[src/prh_pkg.sv]
// Package for the pixel range histogram: sizes, request codes, command struct,
// back-end state type, pixel-to-bin table and bin bound functions.
// No dependencies.
`default_nettype none
package prh_pkg;

    localparam int BIN_WIDTH   = 10;
    localparam int NUM_BINS    = 25;
    localparam int COUNT_BITS  = 20;
    localparam int PIXEL_MAX   = 255;
    localparam int BIN_BITS    = $clog2(NUM_BINS);
    localparam int QUEUE_DEPTH = 4;
    localparam int QPTR_BITS   = $clog2(QUEUE_DEPTH);

    typedef logic [BIN_BITS-1:0]   t_bin;
    typedef logic [COUNT_BITS-1:0] t_count;
    typedef logic [QPTR_BITS-1:0]  t_qptr;
    typedef logic [QPTR_BITS:0]    t_qfill;

    typedef enum logic {
        REQ_COUNT   = 1'b0,
        REQ_READOUT = 1'b1
    } t_req;

    typedef struct packed {
        t_req req;
        t_bin bin;
    } t_cmd;

    typedef enum logic {
        ST_IDLE,
        ST_READOUT
    } t_state;

    localparam t_bin   LAST_BIN  = t_bin'(NUM_BINS - 1);
    localparam t_count COUNT_MAX = '1;

    typedef t_bin t_bin_tab [256];

    // Walk the pixel range once, stepping the bin every BIN_WIDTH values;
    // values past the last bin stay in it.
    function automatic t_bin_tab build_bin_tab();
        t_bin_tab tab;
        int       b;
        int       off;
        b   = 0;
        off = 0;
        for (int v = 0; v < 256; v++) begin
            tab[v] = t_bin'(b);
            off++;
            if (off == BIN_WIDTH) begin
                off = 0;
                if (b < NUM_BINS - 1) begin
                    b++;
                end
            end
        end
        return tab;
    endfunction

    localparam t_bin_tab BIN_TAB = build_bin_tab();

    // Lowest pixel value of a bin, clamped to the pixel range.
    function automatic logic [7:0] bin_low(input t_bin idx);
        int v;
        v = int'(idx) * BIN_WIDTH;
        return (v > PIXEL_MAX) ? 8'hFF : 8'(v);
    endfunction

    // Highest pixel value of a bin; the last bin runs to the top of the range.
    function automatic logic [7:0] bin_high(input t_bin idx);
        int v;
        v = (int'(idx) + 1) * BIN_WIDTH - 1;
        if (idx == LAST_BIN) begin
            return 8'hFF;
        end
        return (v > PIXEL_MAX) ? 8'hFF : 8'(v);
    endfunction

endpackage
`default_nettype wire

[src/prh_front.sv]
// Front end: accepts request beats, maps the pixel to its bin and holds the
// classified command until the queue takes it. Depends on prh_pkg.
`default_nettype none
module prh_front import prh_pkg::*; (
    input  wire logic       i_clk,
    input  wire logic       i_rst_n,
    input  wire logic       i_in_valid,
    output logic            o_in_stall,
    input  wire logic       i_req_type,
    input  wire logic [7:0] i_pixel_value,
    output logic            o_push,
    output t_cmd            o_cmd,
    input  wire logic       i_full
);

    logic r_valid;
    logic n_valid;
    t_cmd r_cmd;
    logic w_load;

    // Stall only while the held command cannot move on
    assign o_in_stall = r_valid && i_full;
    assign w_load     = i_in_valid && !o_in_stall;
    assign o_push     = r_valid;
    assign o_cmd      = r_cmd;

    always_comb begin
        n_valid = w_load ? 1'b1 : (r_valid && i_full);
    end

    // Hold the valid flag
    always_ff @(posedge i_clk) begin
        if (!i_rst_n) begin
            r_valid <= 1'b0;
        end else begin
            r_valid <= n_valid;
        end
    end

    // Classify the beat
    always_ff @(posedge i_clk) begin
        if (w_load) begin
            r_cmd.req <= t_req'(i_req_type);
            r_cmd.bin <= BIN_TAB[i_pixel_value];
        end
    end

endmodule
`default_nettype wire

[src/prh_queue.sv]
// Short command queue between the front and back ends.
// Depends on prh_pkg.
`default_nettype none
module prh_queue import prh_pkg::*; (
    input  wire logic i_clk,
    input  wire logic i_rst_n,
    input  wire logic i_push,
    input  wire t_cmd i_cmd,
    output logic      o_full,
    input  wire logic i_pop,
    output logic      o_empty,
    output t_cmd      o_cmd
);

    t_cmd   r_mem [QUEUE_DEPTH];
    t_qptr  r_wr;
    t_qptr  r_rd;
    t_qfill r_fill;
    logic   w_wr;
    logic   w_rd;

    assign o_full  = (r_fill == t_qfill'(QUEUE_DEPTH));
    assign o_empty = (r_fill == '0);
    assign w_wr    = i_push && !o_full;
    assign w_rd    = i_pop && !o_empty;
    assign o_cmd   = r_mem[r_rd];

    // Advance pointers and fill level
    always_ff @(posedge i_clk) begin
        if (!i_rst_n) begin
            r_wr   <= '0;
            r_rd   <= '0;
            r_fill <= '0;
        end else begin
            if (w_wr) begin
                r_wr <= r_wr + 1'b1;
            end
            if (w_rd) begin
                r_rd <= r_rd + 1'b1;
            end
            if (w_wr && !w_rd) begin
                r_fill <= r_fill + 1'b1;
            end else if (w_rd && !w_wr) begin
                r_fill <= r_fill - 1'b1;
            end
        end
    end

    // Store entries
    always_ff @(posedge i_clk) begin
        if (w_wr) begin
            r_mem[r_wr] <= i_cmd;
        end
    end

endmodule
`default_nettype wire

[src/prh_back.sv]
// Back end: holds the bin counters, applies count commands and sequences a
// readout run through the output register. Depends on prh_pkg.
`default_nettype none
module prh_back import prh_pkg::*; (
    input  wire logic  i_clk,
    input  wire logic  i_rst_n,
    input  wire logic  i_empty,
    input  wire t_cmd  i_cmd,
    output logic       o_pop,
    output logic       o_out_valid,
    input  wire logic  i_out_stall,
    output logic [4:0] o_bin_index,
    output logic [7:0] o_bin_low,
    output logic [7:0] o_bin_high,
    output logic [19:0] o_bin_count,
    output logic       o_last_bin
);

    t_state r_state;
    t_state n_state;
    t_count r_cnt [NUM_BINS];
    t_bin   r_idx;
    logic   r_out_valid;
    t_bin   r_out_idx;
    t_count r_out_count;
    logic   w_out_free;
    logic   w_incr;
    logic   w_emit;
    logic   w_start;

    assign w_out_free = !r_out_valid || !i_out_stall;

    // Next state
    always_comb begin
        n_state = r_state;
        case (r_state)
            ST_IDLE: begin
                if (!i_empty && i_cmd.req == REQ_READOUT) begin
                    n_state = ST_READOUT;
                end
            end
            ST_READOUT: begin
                if (w_out_free && r_idx == LAST_BIN) begin
                    n_state = ST_IDLE;
                end
            end
            default: n_state = ST_IDLE;
        endcase
    end

    // Control outputs
    always_comb begin
        o_pop   = 1'b0;
        w_incr  = 1'b0;
        w_emit  = 1'b0;
        w_start = 1'b0;
        case (r_state)
            ST_IDLE: begin
                o_pop   = !i_empty;
                w_incr  = !i_empty && i_cmd.req == REQ_COUNT;
                w_start = !i_empty && i_cmd.req == REQ_READOUT;
            end
            ST_READOUT: begin
                w_emit = w_out_free;
            end
            default: ;
        endcase
    end

    // Advance state and readout index
    always_ff @(posedge i_clk) begin
        if (!i_rst_n) begin
            r_state <= ST_IDLE;
            r_idx   <= '0;
        end else begin
            r_state <= n_state;
            if (w_start) begin
                r_idx <= '0;
            end else if (w_emit) begin
                r_idx <= r_idx + 1'b1;
            end
        end
    end

    // Count with saturation; clear each bin as it is read out
    always_ff @(posedge i_clk) begin
        if (!i_rst_n) begin
            for (int i = 0; i < NUM_BINS; i++) begin
                r_cnt[i] <= '0;
            end
        end else if (w_incr) begin
            if (r_cnt[i_cmd.bin] != COUNT_MAX) begin
                r_cnt[i_cmd.bin] <= r_cnt[i_cmd.bin] + 1'b1;
            end
        end else if (w_emit) begin
            r_cnt[r_idx] <= '0;
        end
    end

    // Output register valid
    always_ff @(posedge i_clk) begin
        if (!i_rst_n) begin
            r_out_valid <= 1'b0;
        end else if (w_out_free) begin
            r_out_valid <= w_emit;
        end
    end

    // Output register payload
    always_ff @(posedge i_clk) begin
        if (w_emit) begin
            r_out_idx   <= r_idx;
            r_out_count <= r_cnt[r_idx];
        end
    end

    assign o_out_valid = r_out_valid;
    assign o_bin_index = 5'(r_out_idx);
    assign o_bin_low   = bin_low(r_out_idx);
    assign o_bin_high  = bin_high(r_out_idx);
    assign o_bin_count = 20'(r_out_count);
    assign o_last_bin  = (r_out_idx == LAST_BIN);

endmodule
`default_nettype wire

[src/pixel_range_histogram.sv]
// Pixel range histogram, top level: front end, command queue, back end.
// Depends on prh_pkg, prh_front, prh_queue and prh_back.
//
// Usage: the input channel carries one request per beat. req_type 0 counts
// pixel_value into its bin (bins of BIN_WIDTH values; the last bin also
// takes everything up to 255). req_type 1 reads out every bin in order,
// one output beat per bin with its bounds, count and last_bin on the final
// one, and clears the counters. Counters saturate at their maximum.
// Throughput: one count request per cycle while the command queue has room;
// a readout holds the back end while it takes the command and then reads
// one counter per cycle, plus any output stalls.
// Readout path: the request passes the front register, the queue, the
// back-end state register and the output register before its first beat.
// The front end keeps accepting requests during a readout until the
// command queue (QUEUE_DEPTH entries) and the front register fill up.
// A stalled output beat holds, and the readout sequencer waits on it.
// Reset (synchronous, active low) clears all counters, the queue and the
// output valid flag at once; the block accepts beats on the next cycle.
`default_nettype none
module pixel_range_histogram import prh_pkg::*; (
    input  wire logic        i_clk,
    input  wire logic        i_rst_n,
    input  wire logic        i_in_valid,
    output logic             o_in_stall,
    input  wire logic        i_req_type,
    input  wire logic [7:0]  i_pixel_value,
    output logic             o_out_valid,
    input  wire logic        i_out_stall,
    output logic [4:0]       o_bin_index,
    output logic [7:0]       o_bin_low,
    output logic [7:0]       o_bin_high,
    output logic [19:0]      o_bin_count,
    output logic             o_last_bin
);

    logic w_push;
    t_cmd w_push_cmd;
    logic w_full;
    logic w_pop;
    logic w_empty;
    t_cmd w_head_cmd;

    prh_front u_front (
        .i_clk         (i_clk),
        .i_rst_n       (i_rst_n),
        .i_in_valid    (i_in_valid),
        .o_in_stall    (o_in_stall),
        .i_req_type    (i_req_type),
        .i_pixel_value (i_pixel_value),
        .o_push        (w_push),
        .o_cmd         (w_push_cmd),
        .i_full        (w_full)
    );

    prh_queue u_queue (
        .i_clk   (i_clk),
        .i_rst_n (i_rst_n),
        .i_push  (w_push),
        .i_cmd   (w_push_cmd),
        .o_full  (w_full),
        .i_pop   (w_pop),
        .o_empty (w_empty),
        .o_cmd   (w_head_cmd)
    );

    prh_back u_back (
        .i_clk       (i_clk),
        .i_rst_n     (i_rst_n),
        .i_empty     (w_empty),
        .i_cmd       (w_head_cmd),
        .o_pop       (w_pop),
        .o_out_valid (o_out_valid),
        .i_out_stall (i_out_stall),
        .o_bin_index (o_bin_index),
        .o_bin_low   (o_bin_low),
        .o_bin_high  (o_bin_high),
        .o_bin_count (o_bin_count),
        .o_last_bin  (o_last_bin)
    );

endmodule
`default_nettype wire

[config.mk]
export PLATFORM = sky130hd
export DESIGN_NAME = pixel_range_histogram
export DESIGN_NICKNAME = d
export VERILOG_FILES = /design/src/prh_pkg.sv /design/src/prh_front.sv /design/src/prh_queue.sv /design/src/prh_back.sv /design/src/pixel_range_histogram.sv
export SDC_FILE = /design/constraint.sdc
export NUM_CORES = 1
export LEC_CHECK = 0
export BUFFER_PORTS_ARGS = -buffer_cell sky130_fd_sc_hd__buf_2
export CAP_MARGIN = 20
export CORE_UTILIZATION = 65
export CTS_CLUSTER_SIZE = 16
export DETAILED_ROUTE_END_ITERATION = 6
export HOLD_SLACK_MARGIN = 0.08
export PLACE_DENSITY_LB_ADDON = 0.3
export SLEW_MARGIN = 25
export SYNTH_ARGS = -nofsm -noshare
export SYNTH_HDL_FRONTEND = slang
export SYNTH_SLANG_ARGS = --single-unit
[constraint.sdc]
create_clock -name i_clk -period 9.5 [get_ports i_clk]
set_input_delay 2.85 -clock i_clk [delete_from_list [all_inputs] [get_ports i_clk]]
set_output_delay 2.85 -clock i_clk [all_outputs]
set_load 0.005 [all_outputs]
---- Word-level counts from Yosys, hierarchy flattened ----
Memories as Yosys holds them, arrays and structs flattened. A register that Yosys moved wholly into a read port is not among the register bits.
Cells that the tools add are included.
storage, ports and cells
  register bits after elaboration ......... 21
  bits in latches ......................... 0
  memory bits (writable) .................. 524
  bits in read-only memories .............. 1280
  bits of input ports ..................... 13
  output and inout bits ................... 44
  word-level logic and storage cells ...... 88
  memories ................................ 3
memories
  name             words  bits a word  read ports  clocked after memory_dff  wr ports  line             source
  (no name shown)  256    5            1           1                         0         prh_front.sv:44  r_cmd.bin <= BIN_TAB[i_pixel_value];
  u_back.r_cnt     25     20           2           1                         25        prh_back.sv:21   t_count r_cnt [NUM_BINS];
  u_queue.r_mem    4      6            1           1                         1         prh_queue.sv:15  t_cmd r_mem [QUEUE_DEPTH];
cells by class
  $add $sub $neg .......................... 8
  multiply operators ...................... 2
  div/mod/pow operators ................... 0
  order comparisons ....................... 2
  equal/unequal tests ..................... 4
  shifts and indexed selects .............. 0
  multiplexer cells ....................... 34
  bitwise operators ....................... 4
  reductions and logical operators ........ 22
operators by type and width
  operator               count
  $gt 32x9->1 const B    2
  $mux 20                2
  $reduce_or 20->1       2
  $mul 32x4->31 const B  1
  $mux 8                 4
  $sub 32x2->32 const B  1
  $mux 1                 21
  $add 20x1->20 const B  1
  $ne 20x20->1 const B   1
  $eq 5x5->1 const B     2
  $mux 5                 2
  $logic_and 1x1->1      9
  $not 8->9              1
  $mul 5x3->8 const B    1
  $logic_not 1->1        7
  $add 5x1->6 const B    1
  $mux 3                 2
  $add 5x1->5 const B    1
  $add 2x1->2 const B    2
  $mux 2                 2
  $add 3x1->3 const B    1
  $eq 3x3->1 const B     1
  $logic_not 3->1        1
  $not 1->1              3
  5 further kinds        5

---- Longest topological paths before layout ----
  depth after elaboration ................. 10
  gate-level depth with buffers ........... 20
  depth with buffers taken out ............ 16

---- Cells and area by module ----
Synthesis repeated with hierarchy kept, for this count alone.
unflattened totals
  cell total of the unflattened synthesis .. 2418
  area total of the unflattened synthesis .. 37367.1 µm²
modules (own cells, without submodules)
  module     times used  cells each  area each (µm²)  seq. area each (µm²)
  prh_back   1           2267        35366.4          20109.3
  prh_queue  1           79          1350.0           900.9
  prh_front  1           72          650.6            200.2

---- Worst setup path before layout ----
No wires, ideal clock.
  path type ............................... in2reg
  from .................................... input port i_out_stall
  to ...................................... memory u_back.r_cnt[8][0] (netlist name) (enable)
  setup time .............................. 0.425 ns
  arrival time ............................ 6.606 ns
  setup slack ............................. 2.470 ns
  cell stages on the path ................. 9
  buffers on the path ..................... 3
  cell sequence ........................... nand2_1 > and2_1 > clkbuf_1 > nand2_1 > clkbuf_1 > mux2i_1 > nand3_1 > clkbuf_1 > o21ai_0
RTL lines
  element      line                         source
  from (decl)  pixel_range_histogram.sv:28  input wire logic i_out_stall,
  to (decl)    prh_back.sv:21

---- Worst setup path in the final report ----
  from .................................... register u_back.r_out_idx[0], in the netlist u_back.o_bin_index[0]
  to ...................................... output port o_bin_high[2]
on the way
  word-level cells in the longest chain between the ends .. 6
ends and longest elaborated chain
  element                 line                         source
  from (decl)             prh_back.sv:24               t_bin r_out_idx;
  from (signal assigned)  prh_back.sv:112              r_out_idx <= r_idx;
  $add 5x1->6             prh_pkg.sv:73                v = (int'(idx) + 1) * BIN_WIDTH - 1;
  $mul 32x4->31           prh_pkg.sv:73
  $sub 32x2->32           prh_pkg.sv:73
  $gt 32x9->1             prh_pkg.sv:77                return (v > PIXEL_MAX) ? 8'hFF : 8'(v);
  $mux 8                  prh_pkg.sv:77
  $mux 8 *                prh_pkg.sv:77
  to (decl)               pixel_range_histogram.sv:31  output logic [7:0] o_bin_high,
Mark *: on every way between the ends. The rest lies on a longest branch, timed or not.

==> flow_summary.json <==
{
  "synth_area_mm2": 0.0378,
  "post-route-period-util": 0.751,
  "dpl.hpwl_mm": 65.6,
  "synthMuxAreaShare": 0.223,
  "final_layout_size_suffix_gt1_frac": 0.219,
  "sw_frac_of_total": 0.414,
  "antenna_left": 0,
  "maxSlewViolCount": 0,
  "vias_per_cell": 7.79,
  "worstPathRequired_ns": 6.65,
  "failed_checks": "design-rule violations",
  "synthAdderAreaFrac": 0.00947,
  "syn_inst": 2726,
  "yosysTopAreaCell": "edfxtp_1",
  "hp-class": "register to register",
  "grt_antenna_before_repair": 0,
  "ys_seq_area_frac": 0.562,
  "net-switching-power_w": 0.00520,
  "numCtsBuffers": 75,
  "synth_xor_area_frac": 0.00692,
  "fin_nets": 2680,
  "seq_area_mm2": 0.0212,
  "p_clk_frac": 0.239,
  "drt_iter0_markers": 4044,
  "clkSinkCount": 712,
  "fillerInstances": 3540,
  "fmax_mhz": 140,
  "post-place-ws_ns": 1.58,
  "tns_ns": 0,
  "r2r_cells": 14,
  "htreeDepth": 3,
  "internal_power_w": 0.00735,
  "relSlewSlack": 0.195,
  "ys_ff_latch": 712,
  "synth_area_per_cell_um2": 13.9,
  "port_buffers": 54,
  "die_x_um": 243,
  "worst_pin_slew_ns": 1.20,
  "row_count": 87,
  "total_power_w": 0.0125,
  "synth_top_flop_cell": "edfxtp_1",
  "final_util": 0.720,
  "worstHoldPathCells": 0,
  "worst_setup_path_end_kind": "primary output",
  "max_cap_violations": 0,
  "hold_buffers": 0,
  "cts_resized": 0,
  "multi_input_area_mm2": 0.0152,
  "grt_pass1_vias": 26737,
  "setup_viol": 0,
  "crit_type": "register to primary output",
  "clk_path_buf_depth": 3,
  "clk_latency_ns": 0.64,
  "worstPathArrival_ns": 4.28,
  "synthArstFlopShare": 0,
  "path_max_fanout": 7,
  "chipHeight_um": 243,
  "cts_tree": "built",
  "synth-compound-area-share": 0.0470,
  "fin_ws_ns": 2.37,
  "syn-num-nets": 2765,
  "synthTopCellsByArea": "edfxtp_1 (55%), mux4_2 (14%), mux2i_1 (7.5%)",
  "rsz0062_at_grt": "false",
  "cts_setup_buffers": 0,
  "synth_edf_count": 695,
  "grt_pass1_wl_mm": 166,
  "leakage_nw": 13.7,
  "power_density_mw_per_mm2": 306,
  "routed_wl_mm": 113,
  "yosys_warnings": 0,
  "fin_skew_ns": 0.0308,
  "grt_max_degree": 119,
  "core_mm2": 0.0569,
  "startpoint_type": "register",
  "first_pass_iters": 7,
  "synth-simple-area-share": 0.107,
  "syn_to_final_growth_pct": 8.59,
  "seqPwrFrac": 0.326,
  "finish.instance_area_mm2": 0.0410,
  "ys_types": 76,
  "synth_top_cell_area_share": 0.553,
  "vias": 26875,
  "grt.total_usage": 0.384,
  "placed_cell_area_mm2": 0.0384,
  "finalHoldViolCount": 0,
  "dieArea_mm2": 0.0591,
  "wl_per_cell_um": 32.7,
  "period_minus_slack_ns": 7.13,
  "status": "finished, violations left",
  "drc_errors": 12,
  "gp_congestion": 0.927,
  "vdd_drop_max_v": 0.000248,
  "combPwrFrac": 0.435,
  "start_util": 0.663,
  "io_pins": 57,
  "grt_overflow": 0,
  "cts_root_buf": "clkbuf_16",
  "clk_transition_reported_paths_ns": 0.06,
  "synth_top_family_by_area": "multiplexers"
}
[synthesized netlist by cell type, drive strengths merged, types with 38 or more instances]
library cell,instances
nand2,64
buf,157
nor3,509
edfxtp,695
clkbuf,147
o22ai,86
o21ai,66
mux2i,289
nor2,60
mux4,227
inv,38
[cell usage in the layout (no fill, tap or decap), types with 10 or more instances in the layout]
| cell type | netlist | routed |
|---|---|---|
| xnor2_1 | 17 | 17 |
| clkinv_1 | 0 | 12 |
| mux4_2 | 227 | 225 |
| buf_4 | 45 | 78 |
| clkbuf_16 | 0 | 79 |
| a22oi_1 | 33 | 32 |
| xor2_1 | 11 | 11 |
| nand4_1 | 11 | 11 |
| nor2_1 | 60 | 52 |
| nor4_1 | 26 | 26 |
| nor2b_1 | 24 | 23 |
| edfxtp_1 | 695 | 695 |
| ha_1 | 23 | 23 |
| clkbuf_1 | 147 | 16 |
| o21ai_2 | 3 | 26 |
| o22ai_1 | 86 | 86 |
| o21ai_0 | 53 | 35 |
| nor3_1 | 507 | 507 |
| buf_2 | 77 | 54 |
| a211oi_1 | 18 | 18 |
| nand3_1 | 22 | 16 |
| dfxtp_1 | 17 | 13 |
| nand2_1 | 64 | 61 |
| clkinv_2 | 0 | 10 |
| mux2_2 | 34 | 34 |
| mux2i_1 | 283 | 282 |
| and2_1 | 18 | 17 |
| inv_1 | 37 | 37 |
| a21oi_1 | 33 | 33 |
[sequential cells by signal, indices dropped and copies added, names as in the netlist, named ones only]
| signal | cells |
|---|---|
| u_back.o_bin_count | 20 |
| u_back.o_bin_index | 5 |
| u_back.o_out_valid | 1 |
| u_back.r_cnt | 640 |
| u_back.r_idx | 5 |
| u_back.r_state | 1 |
| u_front.o_cmd | 6 |
| u_front.o_push | 1 |
| u_queue.r_fill | 3 |
| u_queue.r_mem | 24 |
| u_queue.r_rd | 2 |
| u_queue.r_wr | 2 |
[worst max-delay path: stages (launching register included)]
cell and delay, ns:
edfxtp_1 0.45, ha_1 0.31, nand3_1 0.12, xnor2_1 0.19
ha_1 0.34, inv_1 0.07, fa_1 0.48, xor2_1 0.31
nand4_1 0.20, nor3_1 0.24, ha_1 0.16, a32oi_1 0.12
nor2_1 0.39, nand2_1 0.13, buf_2 0.15
[through the flow]
| step | hold slack (ns) | instances |
|---|---|---|
| 2_1_floorplan | 0.406 | 2726 |
| 3_3_place_gp | 0.465 | 3316 |
| 3_5_place_dp | 0.501 | 3316 |
| 4_1_cts | 0.516 | 3447 |
| 5_1_grt | 0.521 | 3451 |
| 6_report | 0.527 | 3452 |
[power by group through the flow]
stage,logic [W],registers [W],clock network (W)
after global placement,0.00500,0.00412,0
after detailed placement,0.00519,0.00415,0
after floorplan,0.00380,0.00406,0
after CTS,0.00522,0.00409,0.00298
final,0.00546,0.00409,0.00300
after global routing,0.00565,0.00411,0.00311
[kinds of logic after synthesis]
family / after synthesis
flops: 712
mux: 550
simple gates: 786
fa+ha+maj: 27
buf+inv: 342
other cells: 2
compound gates: 278
xor+xnor: 29
[per-layer routing]
metal | track usage | vias to the layer above | routed length, um
met5 | 0 | - | 0
met4 | 0.239 | 0 | 7860
met3 | 0.0979 | 495 | 16100
met2 | 0.574 | 2474 | 51200
met1 | 0.508 | 13203 | 37800
li1 | - | 10703 | -
[worst paths after layout]
check / from / endpoint / slack [ns]
hold / removal: u_front.o_cmd[5]$_DFFE_PP_ / u_queue.r_mem[2][5]$_DFFE_PP_ / 0.53
setup / recovery: u_back.o_bin_index[0]$_DFFE_PP_ / o_bin_high[2] / 2.37
hold reg to reg: u_front.o_cmd[5]$_DFFE_PP_ / u_queue.r_mem[2][5]$_DFFE_PP_ / 0.53
setup reg to reg: register / u_back.r_cnt[31][9]$_DFFE_PP_ / 2.59
[layout make-up]
cell class	instances	area share
diodes	1	0.0000610
clock inverters	34	0.00952
inverters	38	0.00348
clock buffers	97	0.0503
repair buffers	142	0.0263
well taps	756	0.0231
multi-input cells	1672	0.370
flip-flops and latches	712	0.517
Power figures use the tool's default switching activity.
